==> src/framed_text_receiver_xor_check_top_assert.svh <==
// Assertion macros for the framed text receiver.
`ifndef FRAMED_TEXT_RECEIVER_XOR_CHECK_TOP_ASSERT_SVH
`define FRAMED_TEXT_RECEIVER_XOR_CHECK_TOP_ASSERT_SVH

// Property that must hold on every clock edge outside reset.
`define FTRX_ASSERT(lbl, prop, msg) \
    lbl: assert property (@(posedge aclk) disable iff (!aresetn) (prop)) else $error(msg);

// Implication checked in the same cycle.
`define FTRX_ASSERT_IMPL(lbl, ante, cons, msg) \
    lbl: assert property (@(posedge aclk) disable iff (!aresetn) (ante) |-> (cons)) \
        else $error(msg);

`endif

==> src/ftrx_pkg.sv <==
package ftrx_pkg;

    // Depth of the message store and derived widths.
    localparam int MSG_DEPTH = 32;
    localparam int ADDR_W    = (MSG_DEPTH > 1) ? $clog2(MSG_DEPTH) : 1;
    localparam int CNT_W     = $clog2(MSG_DEPTH + 1);
    localparam int MAXLEN_W  = 6;
    localparam int LIM_W     = (CNT_W > MAXLEN_W) ? CNT_W : MAXLEN_W;

    // Configuration register indexes.
    localparam logic [1:0] REG_START_MARKER  = 2'd0;
    localparam logic [1:0] REG_END_MARKER    = 2'd1;
    localparam logic [1:0] REG_MAX_LENGTH    = 2'd2;
    localparam logic [1:0] REG_TIMEOUT_TICKS = 2'd3;

    // Reset values of the configuration registers.
    localparam logic [7:0]  START_MARKER_RST  = 8'd35;
    localparam logic [7:0]  END_MARKER_RST    = 8'd36;
    localparam logic [5:0]  MAX_LENGTH_RST    = 6'd25;
    localparam logic [15:0] TIMEOUT_TICKS_RST = 16'd500;

    // Input kinds and result verdicts.
    localparam logic       KIND_BYTE = 1'b0;
    localparam logic       KIND_TICK = 1'b1;
    localparam logic [1:0] VERDICT_NACK = 2'd0;
    localparam logic [1:0] VERDICT_ACK  = 2'd1;
    localparam logic [1:0] VERDICT_CHAR = 2'd2;

    // Letters, digits, space and the punctuation ! . + - , are allowed.
    function automatic logic allowed_char(input logic [7:0] b);
        logic ok;
        ok = ((b >= 8'h41) && (b <= 8'h5A)) ||
             ((b >= 8'h61) && (b <= 8'h7A)) ||
             ((b >= 8'h30) && (b <= 8'h39)) ||
             (b == 8'h20) || (b == 8'h21) || (b == 8'h2E) ||
             (b == 8'h2B) || (b == 8'h2D) || (b == 8'h2C);
        return ok;
    endfunction

endpackage

==> src/ftrx_msg_ram.sv <==
module ftrx_msg_ram #(
    parameter int DEPTH  = 32,
    parameter int WIDTH  = 8,
    parameter int ADDR_W = (DEPTH > 1) ? $clog2(DEPTH) : 1
) (
    input  logic              aclk,
    input  logic              we,
    input  logic [ADDR_W-1:0] waddr,
    input  logic [WIDTH-1:0]  wdata,
    input  logic [ADDR_W-1:0] raddr,
    output logic [WIDTH-1:0]  rdata
);

    logic [WIDTH-1:0] mem [DEPTH];
    logic [WIDTH-1:0] rdata_reg;

    // One write port and one registered read port.
    always_ff @(posedge aclk) begin
        if (we) begin
            mem[waddr] <= wdata;
        end
        rdata_reg <= mem[raddr];
    end

    assign rdata = rdata_reg;

endmodule

==> src/framed_text_receiver_xor_check_top.sv <==
// Channel   Direction  Handshake            Payload
// s_        input      s_valid / s_ready    s_kind, s_data_byte
// m_        output     m_valid / m_ready    m_verdict, m_char_out, m_last
// cfg_      input      cfg_we (no wait)     cfg_index, cfg_wdata
//
// A received byte or tick is processed in the cycle it is transferred; a NACK or ACK
// is loaded into the output register in that same cycle.
// After an ACK, each stored character passes through two steps: a message store read in
// ST_FETCH, which waits while a result is stalled, and a load of the output register in ST_LOAD.
// The input is not ready while the character burst runs or while a result is stalled.
// Reset is synchronous and active low; the message store itself is not cleared.
module framed_text_receiver_xor_check_top (
    input  logic        aclk,
    input  logic        aresetn,
    input  logic        s_valid,
    output logic        s_ready,
    input  logic        s_kind,
    input  logic [7:0]  s_data_byte,
    output logic        m_valid,
    input  logic        m_ready,
    output logic [1:0]  m_verdict,
    output logic [7:0]  m_char_out,
    output logic        m_last,
    input  logic        cfg_we,
    input  logic [1:0]  cfg_index,
    input  logic [15:0] cfg_wdata
);

    localparam int CNT_W  = ftrx_pkg::CNT_W;
    localparam int ADDR_W = ftrx_pkg::ADDR_W;
    localparam int LIM_W  = ftrx_pkg::LIM_W;

    typedef enum logic [1:0] {
        ST_RUN,
        ST_FETCH,
        ST_LOAD
    } state_t;

    typedef enum logic [1:0] {
        PH_IDLE,
        PH_TEXT,
        PH_SUM
    } phase_t;

    state_t             state_reg, state_next;
    phase_t             phase_reg, phase_next;
    logic [CNT_W-1:0]   count_reg, count_next;
    logic [CNT_W-1:0]   rd_idx_reg, rd_idx_next;
    logic [7:0]         xor_reg, xor_next;
    logic               good_reg, good_next;
    logic [15:0]        quiet_reg, quiet_next;

    logic [7:0]         start_marker_reg;
    logic [7:0]         end_marker_reg;
    logic [5:0]         max_length_reg;
    logic [15:0]        timeout_reg;

    logic               m_valid_reg, m_valid_next;
    logic [1:0]         verdict_reg, verdict_next;
    logic [7:0]         char_reg, char_next;
    logic               last_reg, last_next;

    logic               out_free;
    logic               out_load;
    logic               in_fire;
    logic [15:0]        quiet_inc;
    logic [LIM_W-1:0]   limit;
    logic               full;
    logic [CNT_W-1:0]   rd_idx_inc;
    logic               ram_we;
    logic [7:0]         ram_rdata;

    ftrx_msg_ram #(
        .DEPTH (ftrx_pkg::MSG_DEPTH),
        .WIDTH (8),
        .ADDR_W(ADDR_W)
    ) u_msg_ram (
        .aclk (aclk),
        .we   (ram_we),
        .waddr(count_reg[ADDR_W-1:0]),
        .wdata(s_data_byte),
        .raddr(rd_idx_reg[ADDR_W-1:0]),
        .rdata(ram_rdata)
    );

    assign out_free = !m_valid_reg || m_ready;
    assign s_ready  = (state_reg == ST_RUN) && out_free;
    assign in_fire  = s_valid && s_ready;

    // Saturating quiet tick count and the clamped length limit.
    assign quiet_inc  = (quiet_reg != 16'hFFFF) ? quiet_reg + 16'd1 : quiet_reg;
    assign limit      = (LIM_W'(max_length_reg) > LIM_W'(ftrx_pkg::MSG_DEPTH)) ?
                        LIM_W'(ftrx_pkg::MSG_DEPTH) : LIM_W'(max_length_reg);
    assign full       = LIM_W'(count_reg) >= limit;
    assign rd_idx_inc = rd_idx_reg + CNT_W'(1);

    // Frame tracking and result selection.
    always_comb begin
        state_next   = state_reg;
        phase_next   = phase_reg;
        count_next   = count_reg;
        rd_idx_next  = rd_idx_reg;
        xor_next     = xor_reg;
        good_next    = good_reg;
        quiet_next   = quiet_reg;
        out_load     = 1'b0;
        verdict_next = verdict_reg;
        char_next    = char_reg;
        last_next    = last_reg;
        ram_we       = 1'b0;

        unique case (state_reg)
            ST_RUN: begin
                if (in_fire) begin
                    unique case (phase_reg) inside
                        PH_TEXT, PH_SUM: begin
                            if (s_kind == ftrx_pkg::KIND_TICK) begin
                                quiet_next = quiet_inc;
                                if (quiet_inc >= timeout_reg) begin
                                    out_load     = 1'b1;
                                    verdict_next = ftrx_pkg::VERDICT_NACK;
                                    char_next    = 8'd0;
                                    last_next    = 1'b1;
                                    phase_next   = PH_IDLE;
                                end
                            end else if (phase_reg == PH_TEXT) begin
                                quiet_next = 16'd0;
                                if (s_data_byte == end_marker_reg) begin
                                    phase_next = PH_SUM;
                                end else if (!ftrx_pkg::allowed_char(s_data_byte) || full) begin
                                    good_next = 1'b0;
                                end else if (good_reg) begin
                                    ram_we     = 1'b1;
                                    xor_next   = xor_reg ^ s_data_byte;
                                    count_next = count_reg + CNT_W'(1);
                                end
                            end else begin
                                // Checksum byte closes the frame.
                                out_load   = 1'b1;
                                char_next  = 8'd0;
                                phase_next = PH_IDLE;
                                if (!good_reg || (xor_reg != s_data_byte)) begin
                                    verdict_next = ftrx_pkg::VERDICT_NACK;
                                    last_next    = 1'b1;
                                end else begin
                                    verdict_next = ftrx_pkg::VERDICT_ACK;
                                    last_next    = (count_reg == '0);
                                    rd_idx_next  = '0;
                                    if (count_reg != '0) begin
                                        state_next = ST_FETCH;
                                    end
                                end
                            end
                        end
                        default: begin
                            phase_next = PH_IDLE;
                            if (s_kind == ftrx_pkg::KIND_BYTE) begin
                                if (s_data_byte == start_marker_reg) begin
                                    phase_next = PH_TEXT;
                                    count_next = '0;
                                    xor_next   = 8'd0;
                                    good_next  = 1'b1;
                                    quiet_next = 16'd0;
                                end else begin
                                    out_load     = 1'b1;
                                    verdict_next = ftrx_pkg::VERDICT_NACK;
                                    char_next    = 8'd0;
                                    last_next    = 1'b1;
                                end
                            end
                        end
                    endcase
                end
            end
            ST_FETCH: begin
                // The read is issued only once the output register will be empty.
                if (out_free) begin
                    state_next = ST_LOAD;
                end
            end
            ST_LOAD: begin
                out_load     = 1'b1;
                verdict_next = ftrx_pkg::VERDICT_CHAR;
                char_next    = ram_rdata;
                last_next    = (rd_idx_inc == count_reg);
                rd_idx_next  = rd_idx_inc;
                state_next   = (rd_idx_inc == count_reg) ? ST_RUN : ST_FETCH;
            end
            default: begin
                state_next = ST_RUN;
            end
        endcase

        if (out_load) begin
            m_valid_next = 1'b1;
        end else if (m_ready) begin
            m_valid_next = 1'b0;
        end else begin
            m_valid_next = m_valid_reg;
        end
    end

    // State, configuration and output registers.
    always_ff @(posedge aclk) begin
        if (!aresetn) begin
            state_reg        <= ST_RUN;
            phase_reg        <= PH_IDLE;
            count_reg        <= '0;
            rd_idx_reg       <= '0;
            xor_reg          <= 8'd0;
            good_reg         <= 1'b0;
            quiet_reg        <= 16'd0;
            start_marker_reg <= ftrx_pkg::START_MARKER_RST;
            end_marker_reg   <= ftrx_pkg::END_MARKER_RST;
            max_length_reg   <= ftrx_pkg::MAX_LENGTH_RST;
            timeout_reg      <= ftrx_pkg::TIMEOUT_TICKS_RST;
            m_valid_reg      <= 1'b0;
        end else begin
            state_reg   <= state_next;
            phase_reg   <= phase_next;
            count_reg   <= count_next;
            rd_idx_reg  <= rd_idx_next;
            xor_reg     <= xor_next;
            good_reg    <= good_next;
            quiet_reg   <= quiet_next;
            m_valid_reg <= m_valid_next;
            if (cfg_we) begin
                unique case (cfg_index)
                    ftrx_pkg::REG_START_MARKER:  start_marker_reg <= cfg_wdata[7:0];
                    ftrx_pkg::REG_END_MARKER:    end_marker_reg   <= cfg_wdata[7:0];
                    ftrx_pkg::REG_MAX_LENGTH:    max_length_reg   <= cfg_wdata[5:0];
                    ftrx_pkg::REG_TIMEOUT_TICKS: timeout_reg      <= cfg_wdata;
                    default: begin
                    end
                endcase
            end
        end
        verdict_reg <= verdict_next;
        char_reg    <= char_next;
        last_reg    <= last_next;
    end

    assign m_valid    = m_valid_reg;
    assign m_verdict  = verdict_reg;
    assign m_char_out = char_reg;
    assign m_last     = last_reg;

    `include "framed_text_receiver_xor_check_top_assert.svh"

    // The burst never reads beyond the stored characters.
    `FTRX_ASSERT_IMPL(a_burst_idx, state_reg != ST_RUN, rd_idx_reg < count_reg,
        "burst read index past stored count")
    // The stored count never exceeds the store depth.
    `FTRX_ASSERT(a_count_bound, count_reg <= CNT_W'(ftrx_pkg::MSG_DEPTH),
        "stored count exceeds message store depth")
    // A result is never loaded over one that is still stalled.
    `FTRX_ASSERT_IMPL(a_no_overwrite, out_load, out_free,
        "output register overwritten while stalled")
    // Read data is used only in the cycle after its read was issued.
    `FTRX_ASSERT_IMPL(a_load_after_fetch, state_reg == ST_LOAD, $past(state_reg) == ST_FETCH,
        "character load without a preceding read")

endmodule

==> config.mk <==
export PLATFORM = sky130hd
export DESIGN_NAME = framed_text_receiver_xor_check_top
export DESIGN_NICKNAME = d
export VERILOG_FILES = /design/src/ftrx_pkg.sv /design/src/ftrx_msg_ram.sv /design/src/framed_text_receiver_xor_check_top.sv
export VERILOG_INCLUDE_DIRS = /design/src /design/src/src
export SDC_FILE = /design/constraint.sdc
export NUM_CORES = 1
export LEC_CHECK = 0
export BUFFER_PORTS_ARGS = -buffer_cell sky130_fd_sc_hd__buf_2
export CAP_MARGIN = 20
export CORE_UTILIZATION = 26
export CTS_BUF_LIST = sky130_fd_sc_hd__clkbuf_8
export CTS_CLUSTER_SIZE = 40
export DETAILED_ROUTE_END_ITERATION = 7
export SYNTH_ARGS = -nofsm -noshare
export SYNTH_HDL_FRONTEND = slang
export SYNTH_SLANG_ARGS = --single-unit
==> constraint.sdc <==
create_clock -name aclk -period 7.8 [get_ports aclk]
set_input_delay 0.78 -clock aclk [delete_from_list [all_inputs] [get_ports aclk]]
set_output_delay 0.78 -clock aclk [all_outputs]
set_load 0.02 [all_outputs]
==> impl_metrics.csv <==
group,metric,value,unit
status,status,"finished clean",
detailed_routing,first_iter_violations,776,
power_and_ir_drop,power.total,0.00381,W
finish,register_area,0.00978,mm^2
detailed_routing,via_count,9060,
worst_setup_path,crit_required,8.03,ns
global_route,grt_pass1_vias,9120,
worst_setup_path,worstPathCellList,"and4_1 -> nand4_1 -> nor2_1 -> mux2_2 -> ha_1 -> a21o_1 -> a31oi_1 -> o211ai_1 -> o2111ai_1 -> nand2_1",
timing,drv_slew,0,
global_route,grt-ovfl-total,0,
worst_setup_path,cp_slowest_cell,"dfxtp_1",
synth,synth_flop_cell,"edfxtp_1",
worst_setup_path,cp-end-kind,"flip-flop",
timing,setup_viol,0,
worst_setup_path,r2r_cells,10,
clock_tree,cts_htree_levels,2,
timing,rsz0062_at_grt,"no",
finish,drive_gt1_share,21.5,%
timing,fin_ws,4.06,ns
clock_tree,cts_resized,0,
floorplanning,io_pins,45,
timing,clock.fmax,0.267,GHz
timing,clock_skew,0.0172,ns
min_path,min_delay_path_depth,3,
clock_tree,clock-sinks,355,
global_route,gr-usage-all-layers,12.3,%
detailed_routing,drtAntennaViolNets,0,
synth,ys_seq_area_share,63.3,%
synth,synth_cell_types,64,
detailed_routing,wl_per_cell,19.4,um
worst_setup_path,cp_max_fo,11,
finish,multiInputGateArea,0.00526,mm^2
clock_tree,tritoncts,"done",
clock_tree,cts_setup_buffers,0,
global_route,grt_pass1_wl,56800,um
placement,gp_congestion,0.816,
worst_setup_path,arrival,3.97,ns
power_and_ir_drop,ir_drop,0.000116,V
min_path,worst_hold_path_type,"in2reg",
power_and_ir_drop,p_per_area,216,mW/mm^2
timing,finalHoldViolCount,0,
worst_setup_path,path_class,"reg2reg",
global_route,grt_max_degree,68,
floorplanning,dieArea,0.0604,mm^2
synth,synthArstFlopShare,0,%
floorplanning,rows,88,
detailed_routing,first_pass_iters,5,
power_and_ir_drop,leakage,5.74,nW
finish,final_nets,1166,
finish,fin_util,30.3,%
synth,synth_cells,1045,
global_route,antenna_found_initial,1,
synth,synth_edf_count,267,
placement,place_ws,3.76,ns
timing,tns,0,ns
clock_tree,hold_buffers,0,
floorplanning,fp.dieW,246,um
timing,whs,0.423,ns
detailed_routing,drt-vias-per-instance,4.74,
detailed_routing,post-route-drc-count,0,
floorplanning,die_h,246,um
finish,fillers,5680,
synth,syn_avg_cell_area,14.8,um^2
timing,relSlewSlack,26.5,%
worst_setup_path,worstSetupStartpointType,"flip-flop",
clock_tree,clk_path_buf_depth,3,
detailed_routing,routed_wl,37000,um
synth,synth_nets,1108,
finish,syn2layout_area_growth,14.2,%
clock_tree,cts_made_buffers,53,
timing,tightest_slew,1.10,ns
timing,finalCritPeriodShare,48.0,%
synth,yosysWarnings,0,
run,maxCapViolations,0,
clock_tree,cts.reportedPaths.clkPinSlew,0.06,ns
synth,syn_area,0.0154,mm^2
timing,fin_crit,3.74,ns
clock_tree,clkLatencyLatePin,0.60,ns
clock_tree,cts-root-buf,"clkbuf_8",
floorplanning,start_util,26.5,%
floorplanning,core_region_area,0.0582,mm^2
synth,ys_ff_latch,355,
placement,io_buffer_count,44,
finish,largest_register_ffs,256,
worst_setup_path,cp_slowest_stage_delay,0.43,ns
placement,hpwlAfterDp,24000,um
-- area by class of cell --
type                       instances  share of cell area [%]
inverter                          29                   0.617
tap                              765                    5.43
timing repair buffer              60                    1.92
multi-input combinational        604                    29.8
antenna                            1                  0.0142
sequential                       355                    55.5
clock inverter                    36                    1.85
clock buffer                      62                    4.84
-- logic make-up after synthesis --
logic type / Yosys count / share of synthesized area (%)
compound gates: 128 / 5.78
simple gates: 286 / 9.21
buf+inv: 86 / 2.62
fa+ha+maj: 31 / 2.51
xor+xnor: 45 / 2.55
flops: 355 / 63.3
mux: 114 / 14.0
-- cell usage after synthesis, drive strengths merged (2+ instances only) --
library cell	instances	area, um^2
edfxtp	267	8020
dfxtp	88	1760
nand2	86	323
mux4	80	1810
nor2	72	270
xnor2	41	359
a21oi	34	170
clkbuf	32	120
ha	31	388
nand3	31	160
inv	29	109
buf	25	175
mux2i	23	230
o21ai	20	100
nand4	17	106
and3	16	100
a21o	14	105
mux2	11	124
a31oi	10	62.6
nor2b	10	62.6
o211ai	10	75.1
a32o	8	80.1
nand2b	8	50.1
and4	7	61.3
nor3	7	35.0
or3	7	43.8
nand3b	6	45.0
o2111ai	6	58.8
a211oi	4	30.0
a22oi	4	30.0
and2	4	25.0
nor4	4	46.3
xor2	4	35.0
o21a	3	22.5
or3b	3	26.3
a311oi	2	23.8
a31o	2	17.5
nor3b	2	20.0
nor4b	2	17.5
o31ai	2	28.8
o41a	2	22.5
or2	2	12.5
-- per-layer routing --
layer	GRT usage, %	wire length (um)	vias to the layer above	part of all wire [%]
li1	-	-	4147	-
met1	16.4	16400	4591	44
met2	20.8	18200	272	49
met3	1.41	1720	50	4.6
met4	3.62	734	0	2.0
met5	0	0	-	0
-- path summary, 6_finish.rpt --
kind / start / endpoint / slack, ns
worst min register to register: xor_reg[7] / xor_reg[7] / 0.45
worst max-delay path: quiet_reg[6] / m_char_out[6] / 4.06
worst min-delay path: cfg_wdata[10] / timeout_reg[10] / 0.42
worst max register to register: quiet_reg[6] / m_char_out[6] / 4.06
-- where the power goes --
part | internal (W) | total, W | switching [W] | leakage, nW
Combinational | 0.0000337 | 0.000114 | 0.0000799 | 1.97
Sequential | 0.00204 | 0.00204 | 0.00000484 | 3.12
Clock | 0.000930 | 0.00165 | 0.000724 | 0.645
Total | 0.00300 | 0.00381 | 0.000809 | 5.74
-- cells in the final DEF (no fill, tap or decap), types with 5 or more instances in the layout --
master / count
clkinv_2: 10
ha_1: 31
and4_1: 7
o21ai_0: 20
buf_2: 45
o211ai_1: 10
a21oi_1: 34
and3_1: 16
nand4_1: 17
inv_1: 39
mux2_2: 11
nand2_1: 86
nor3_1: 7
nor2_1: 72
a32o_1: 8
dfxtp_1: 86
mux2i_1: 23
nand3_1: 30
edfxtp_1: 267
mux4_2: 78
a21o_1: 14
nor2b_1: 10
clkbuf_8: 62
bufinv_16: 6
a31oi_1: 10
clkinv_1: 7
nand3b_1: 6
xnor2_1: 41
or3_1: 7
o2111ai_1: 5
nand2b_1: 8
buf_4: 15
-- through the flow --
step / cell area, um^2 / std cells
finish: 17600 / 1912
global route: 17600 / 1912
floorplan: 15400 / 1045
CTS: 17600 / 1911
detailed placement: 16400 / 1813
global placement: 16400 / 1812
-- critical path: cells and delay by family, from the launching register on --
| kind | cells | cell delay, ns |
|---|---|---|
| AND/OR/NAND/NOR | 4 | 1.45 |
| AO/OA/AOI/OAI | 4 | 0.79 |
| flip-flops | 1 | 0.43 |
| multiplexers | 1 | 0.40 |
| adder cells (fa/ha/maj) | 1 | 0.28 |
No activity file was read; power rests on OpenSTA's default activity.
